[config.mk]
export PLATFORM = sky130hd
export DESIGN_NAME = edd_chan
export DESIGN_NICKNAME = d
export VERILOG_FILES = /design/src/hw/rtl/edd_pkg.sv /design/src/hw/rtl/edd_chan.sv
export SDC_FILE = /design/constraint.sdc
export NUM_CORES = 1
export LEC_CHECK = 0
export ABC_AREA = 1
export BUFFER_PORTS_ARGS = -buffer_cell sky130_fd_sc_hd__buf_2
export CAP_MARGIN = 5
export CORE_ASPECT_RATIO = 1.1
export CORE_MARGIN = 5
export CORE_UTILIZATION = 52
export CTS_CLUSTER_SIZE = 12
export DETAILED_ROUTE_END_ITERATION = 16
export PLACE_DENSITY = 0.69
export SETUP_SLACK_MARGIN = 0.2
export SYNTH_ARGS = -nofsm -noshare
export SYNTH_HDL_FRONTEND = slang
export SYNTH_SLANG_ARGS = --single-unit
[constraint.sdc]
create_clock -name clk -period 14.4 [get_ports clk]
set_input_delay 2.88 -clock clk [delete_from_list [all_inputs] [get_ports clk]]
set_output_delay 2.88 -clock clk [all_outputs]
set_load 0.05 [all_outputs]
[src/hw/rtl/edd_pkg.sv]
// Package for the error diffusion dither: item types, constants and arithmetic helpers.
`timescale 1ns / 1ps
`default_nettype none

package edd_pkg;

  localparam int MAX_WIDTH = 2048;
  localparam int LB_AW     = $clog2(MAX_WIDTH);
  localparam int QB_W      = 4;
  localparam int LW_W      = 12;
  localparam int CFG_W     = 12;

  localparam logic [QB_W-1:0] QB_RESET = 4'd1;
  localparam logic [QB_W-1:0] QB_MAX   = 4'd8;
  localparam logic [LW_W-1:0] LW_RESET = 12'd640;

  localparam logic REG_QUANT_BITS = 1'b0;
  localparam logic REG_LINE_WIDTH = 1'b1;

  // diffusion weights in sixteenths
  localparam logic [2:0] K_UL = 3'd1;
  localparam logic [2:0] K_UP = 3'd5;
  localparam logic [2:0] K_UR = 3'd3;
  localparam logic [2:0] K_LF = 3'd7;

  typedef logic signed [8:0] err_t;
  typedef err_t [2:0] err3_t;

  typedef struct packed {
    logic [7:0] red_in;
    logic [7:0] green_in;
    logic [7:0] blue_in;
    logic [7:0] alpha_in;
    logic       frame_start;
  } pix_in_t;

  typedef struct packed {
    logic [7:0] red_out;
    logic [7:0] green_out;
    logic [7:0] blue_out;
    logic [7:0] alpha_out;
  } pix_out_t;

  typedef struct packed {
    logic            d1_en;
    logic            d2_en;
    logic            ul_en;
    logic            up_en;
    logic            ur_en;
    logic            lf_en;
    logic [QB_W-1:0] bits;
  } edd_ctl_t;

  // clamp(v + floor(k*e/16), 0, 255)
  function automatic logic [7:0] diffuse(input logic [7:0] v, input logic [2:0] k,
                                         input err_t e);
    logic signed [12:0] ke;
    logic signed [12:0] s;
    ke = 13'(e) * $signed({10'b0, k});
    s  = $signed({5'b0, v}) + (ke >>> 4);
    if (s < 13'sd0) begin
      return 8'd0;
    end else if (s > 13'sd255) begin
      return 8'd255;
    end
    return s[7:0];
  endfunction

  function automatic logic [QB_W-1:0] clamp_bits(input logic [QB_W-1:0] b);
    if (b == '0) begin
      return QB_RESET;
    end else if (b > QB_MAX) begin
      return QB_MAX;
    end
    return b;
  endfunction

  // floor(lvl*255/(2^b-1)): bit replication, one less when the rotated level falls below it
  function automatic logic [7:0] recon(input logic [7:0] lvl, input logic [QB_W-1:0] b);
    logic [7:0] rep;
    logic [7:0] rot;
    rep = lvl;
    rot = lvl;
    unique case (b)
      4'd1: rep = {8{lvl[0]}};
      4'd2: rep = {4{lvl[1:0]}};
      4'd3: begin
        rep = {lvl[2:0], lvl[2:0], lvl[2:1]};
        rot = {5'b0, lvl[0], lvl[2:1]};
      end
      4'd4: rep = {2{lvl[3:0]}};
      4'd5: begin
        rep = {lvl[4:0], lvl[4:2]};
        rot = {3'b0, lvl[1:0], lvl[4:2]};
      end
      4'd6: begin
        rep = {lvl[5:0], lvl[5:4]};
        rot = {2'b0, lvl[3:0], lvl[5:4]};
      end
      4'd7: begin
        rep = {lvl[6:0], lvl[6]};
        rot = {1'b0, lvl[5:0], lvl[6]};
      end
      default: begin
        rep = lvl;
        rot = lvl;
      end
    endcase
    return (rot < lvl) ? rep - 8'd1 : rep;
  endfunction

endpackage

`default_nettype wire

[src/hw/rtl/edd_chan.sv]
// One colour channel: two registered diffusion stages, then quantize and rebuild.
`timescale 1ns / 1ps
`default_nettype none

module edd_chan (
  input  wire logic             clk,
  input  wire edd_pkg::edd_ctl_t ctl,
  input  wire logic [7:0]       v,
  input  wire edd_pkg::err_t    e_ul,
  input  wire edd_pkg::err_t    e_up,
  input  wire edd_pkg::err_t    e_ur,
  input  wire edd_pkg::err_t    e_lf,
  output logic [7:0]            q,
  output edd_pkg::err_t         err
);
  import edd_pkg::*;

  logic [7:0] s1_r, s2_r;
  logic [7:0] a0, a1, b0, b1;
  logic [7:0] level;

  always_comb begin
    a0 = ctl.ul_en ? diffuse(v, K_UL, e_ul) : v;
    a1 = ctl.up_en ? diffuse(a0, K_UP, e_up) : a0;
    b0 = ctl.ur_en ? diffuse(s1_r, K_UR, e_ur) : s1_r;
    b1 = ctl.lf_en ? diffuse(b0, K_LF, e_lf) : b0;
  end

  always_ff @(posedge clk) begin
    if (ctl.d1_en) begin
      s1_r <= a1;
    end
    if (ctl.d2_en) begin
      s2_r <= b1;
    end
  end

  assign level = s2_r >> (QB_MAX - ctl.bits);
  assign q     = recon(level, ctl.bits);
  assign err   = $signed({1'b0, s2_r}) - $signed({1'b0, q});

endmodule

`default_nettype wire

==> impl_summary.md <==
STA
The clock arrives with 0.00330 ns of skew. Setup violations remaining at the end of the flow were counted as 0. The portion of the clock cycle consumed by the worst path in the final layout is between 70% and 80%. The achievable clock frequency is 94.7 MHz. Summed over all failing endpoints, the final setup total negative slack is 0 ns.

The final-report hold violation count came to 0. The minimum period implied by the final worst setup slack is approximately 11 ns. The max-slew violation count came to 0. The minimum hold slack is ~0.75 ns. Setup repair after global routing left no endpoint under its margin.

The remaining max-slew budget at the tightest pin is 59.8%. For the pin with the worst max-slew slack, the measured transition is between 0.5 and 0.6 ns.

Setup path
The largest stage delay on the critical path is 0.53 ns. The worst-path maximum fanout is 12. The setup path with the least slack is of type in -> out. On the critical path, the stage with the largest delay is an instance of sky130_fd_sc_hd__ha_1. The number of buffers and inverters on the critical path is 7. The kind of cell with the highest combined delay along the critical path is simple AND/OR/NAND/NOR gates. In this design, the critical path's most frequently occurring cell is sky130_fd_sc_hd__nand2_1. At the worst endpoint, the required time is roughly 12 ns.

For flop-to-flop paths, the worst setup slack is between 9 and 10 ns. The startpoint kind of the worst setup timing path is an input pin. The kind of end point of the critical path is a primary output. The endpoint arrival time on the critical path is 7.68 ns.

Job
The total of max-cap violations is 0.

Synthesis
Each instance of the synthesized netlist takes up on average roughly 6.4 sq um. The number of warnings issued by yosys is 0. In this run, distinct cell masters in the synthesized netlist total 45. The proportion of synthesized flip-flops having asynchronous set or reset is 0%. The cell count after synthesis is between 900 and 1000. Summed over all instances, the cell type with the most area after synthesis is sky130_fd_sc_hd__ha_1.

The register bit count reported by yosys is 16. The top flip-flop cell by instance count after synthesis is sky130_fd_sc_hd__edfxtp_1. The synthesized design devotes to its leading area cell type 21.2% of total area.

After synthesis the cells add up to 5840 sq um. The number of enable flip-flop cells after synthesis is 16. The net count after synthesis is 1084. After synthesis, the cell types taking the most area are sky130_fd_sc_hd__ha_1, sky130_fd_sc_hd__nand2_1, sky130_fd_sc_hd__inv_1. The sequential element share of the synthesized area is under 10%.

Global route
The maximum number of pins on one net before global-route repair is 20. The initial antenna violation count is 1. The wire length of the first global-routing pass is ~22 mm. The global-route usage over all layers is 18.7%. The number of global-route vias before repair is 5350. The global-route congestion overflow total is 0.

Power and ir drop
In this run the power density over the cells is between 150 and 200 nW/um^2. The total power is roughly 1000 uW. For this design the static power due to leakage is approximately 0.0037 uW. The maximum resistive drop on vdd is 0.248 mV.

Route
In the routed layout, each cell is associated on average with a via count of just over 5. The count of vias placed by the detailed router is 5660. After detailed routing, the average wire length per cell comes to ~11 um. In this run the remaining antenna-violating nets after routing total 0.

The total wire length after detailed routing is roughly 12 mm. In this run, the number of DRC markers left after iteration 0 of detailed routing was 270. The first TritonRoute pass finished after 4 iterations. After detailed routing, the number of remaining DRC violations is 0.

Clock tree
For the worst-skew pair, the clock arrives at the later sink with an insertion delay of between 0.2 and 0.25 ns. The clock net in this run drives a total of 16 sinks. The CTS H-tree depth is 1.

In this run the post-CTS setup repair buffer count came out at 0. The cell chosen for the clock root is sky130_fd_sc_hd__clkbuf_16. TritonCTS built the clock tree. Counting along the longest clock path gives a buffer depth of 2.

Hold repair after CTS inserted 0 buffers. After clock tree synthesis, the repair step resized 0 gates. The clock-pin slew of the registers on the worst-case setup and hold paths is roughly 0.05 ns.

The CTS buffer count is 3.

Placed design
The number of port buffers is between 60 and 70. The final weighted congestion of routability-driven global placement is 0.937. Detailed placement finished with a half-perimeter wire length of 11.1 mm.

Layout
The number of antenna repair diodes is 0. Of the cells placed in the final design, the portion with a size suffix greater than 1 is between 10% and 20%. The most common cell after layout, fill and taps aside is sky130_fd_sc_hd__nand2_1.

The filler cells instantiated in the layout total roughly 1100. Relative to the synthesized area, the layout overhead comes to 9.13%. In the layout the commonest cells are sky130_fd_sc_hd__nand2_1, sky130_fd_sc_hd__inv_1, sky130_fd_sc_hd__ha_1. The number of nets in the layout is 1147. The fraction of the core area covered by cells at the end of the flow is about three fifths.

Status
The run finished with clean final reports.

Floorplan
The horizontal die dimension is 111 um. After floorplanning, the core was sized to cover 11000 sq um. The floorplan die area is 13500 sq um. The number of placement rows is 40. The starting utilization of the core area is a little over half. 72 I/O pins were placed. Measured along the y axis, the die boundary spans ~120 um.

Hold path
The class of the most critical hold timing path is reg -> reg.
==> Yosys cell counts (3+ instances only) <==
master	n
sky130_fd_sc_hd__ha_1	99
sky130_fd_sc_hd__inv_1	156
sky130_fd_sc_hd__o21ai_2	3
sky130_fd_sc_hd__nand2_1	241
sky130_fd_sc_hd__nand2_4	4
sky130_fd_sc_hd__a31oi_1	5
sky130_fd_sc_hd__o21ai_0	24
sky130_fd_sc_hd__edfxtp_1	16
sky130_fd_sc_hd__o21bai_1	6
sky130_fd_sc_hd__inv_4	3
sky130_fd_sc_hd__nand3_1	79
sky130_fd_sc_hd__nand4_1	10
sky130_fd_sc_hd__inv_2	5
sky130_fd_sc_hd__fa_1	12
sky130_fd_sc_hd__a21o_1	4
sky130_fd_sc_hd__nand2_2	12
sky130_fd_sc_hd__xor2_1	36
sky130_fd_sc_hd__xnor2_1	20
sky130_fd_sc_hd__or2_2	10
sky130_fd_sc_hd__nand3_2	6
sky130_fd_sc_hd__nand3b_1	4
sky130_fd_sc_hd__nor3_1	6
sky130_fd_sc_hd__o21ai_1	5
sky130_fd_sc_hd__a21oi_1	68
sky130_fd_sc_hd__clkbuf_1	3
sky130_fd_sc_hd__nor2_4	3
sky130_fd_sc_hd__o211ai_1	4
sky130_fd_sc_hd__nor2_2	7
sky130_fd_sc_hd__nor2_1	47
==> area by class of cell <==
type	count	area, sq um	area share [%]
timing repair buffer	67	335	5.26
sequential	16	480	7.54
tap	147	184	2.89
clock buffer	3	75.1	1.18
multi-input combinational	729	4680	73.4
inverter	164	623	9.78
==> layer usage <==
layer	share of wire [%]	global-route usage [%]	routed length (um)	vias up
li1	-	-	-	3104
met3	3.1	1.85	383	35
met2	51	37.2	6390	90
met1	42	20.5	5280	2429
met5	0.10	0	13	-
met4	3.3	6.39	413	2
==> path summary, 6_finish.rpt <==
kind	depth (start not counted)	end	startpoint
hold / removal	3	s2_r[0]	s1_r[0]
setup / recovery	33	err[7]	ctl[0]
hold reg to reg	3	s2_r[0]	s1_r[0]
setup reg to reg	24	s2_r[6]	s1_r[0]
==> cell families after synthesis <==
kind of cell / synth area share, %
simple gates: 33.8
buf+inv: 11.7
compound gates: 12.5
fa+ha+maj: 25.3
xor+xnor: 8.40
flops: 8.23
==> per-stage QoR <==
step,instances,setup WS (ns),instance area (sq um)
5_1_grt,1126,3.26,6370
3_3_place_gp,1123,3.87,6300
4_1_cts,1126,3.86,6370
6_report,1126,3.84,6370
2_1_floorplan,918,3.90,5840
3_5_place_dp,1123,3.87,6300
==> sequential cells by signal (all words and copies together) (netlist names) <==
register,cells
s2_r,8
s1_r,8
==> where the power goes <==
group | switching, uW | internal [uW] | total, uW
clock | 14.8 | 36.2 | 51.0
sequential | 12.4 | 70.7 | 83.0
combinational | 617 | 296 | 912
==> worst register-to-register path, stage by stage (launching register included) <==
cell and delay, ns:
sky130_fd_sc_hd__edfxtp_1 0.38, sky130_fd_sc_hd__ha_1 0.24, sky130_fd_sc_hd__fa_1 0.39, sky130_fd_sc_hd__nand2_1 0.10, sky130_fd_sc_hd__nand2_1 0.05, sky130_fd_sc_hd__a21oi_1 0.20
sky130_fd_sc_hd__nor3_1 0.08, sky130_fd_sc_hd__nor2_1 0.08, sky130_fd_sc_hd__inv_1 0.05, sky130_fd_sc_hd__nand2_1 0.05, sky130_fd_sc_hd__o21ai_0 0.17, sky130_fd_sc_hd__nand3b_2 0.37
sky130_fd_sc_hd__a31oi_1 0.26, sky130_fd_sc_hd__ha_1 0.21, sky130_fd_sc_hd__inv_1 0.06, sky130_fd_sc_hd__fa_1 0.40, sky130_fd_sc_hd__o21ai_0 0.39, sky130_fd_sc_hd__a31oi_1 0.17
sky130_fd_sc_hd__nor2_1 0.13, sky130_fd_sc_hd__nand2_1 0.07, sky130_fd_sc_hd__o21ai_1 0.31, sky130_fd_sc_hd__nand2_1 0.09, sky130_fd_sc_hd__nand2_1 0.09, sky130_fd_sc_hd__nand2_1 0.06
sky130_fd_sc_hd__nand2_1 0.05
Note: power is estimated with default switching activity, not from simulation.
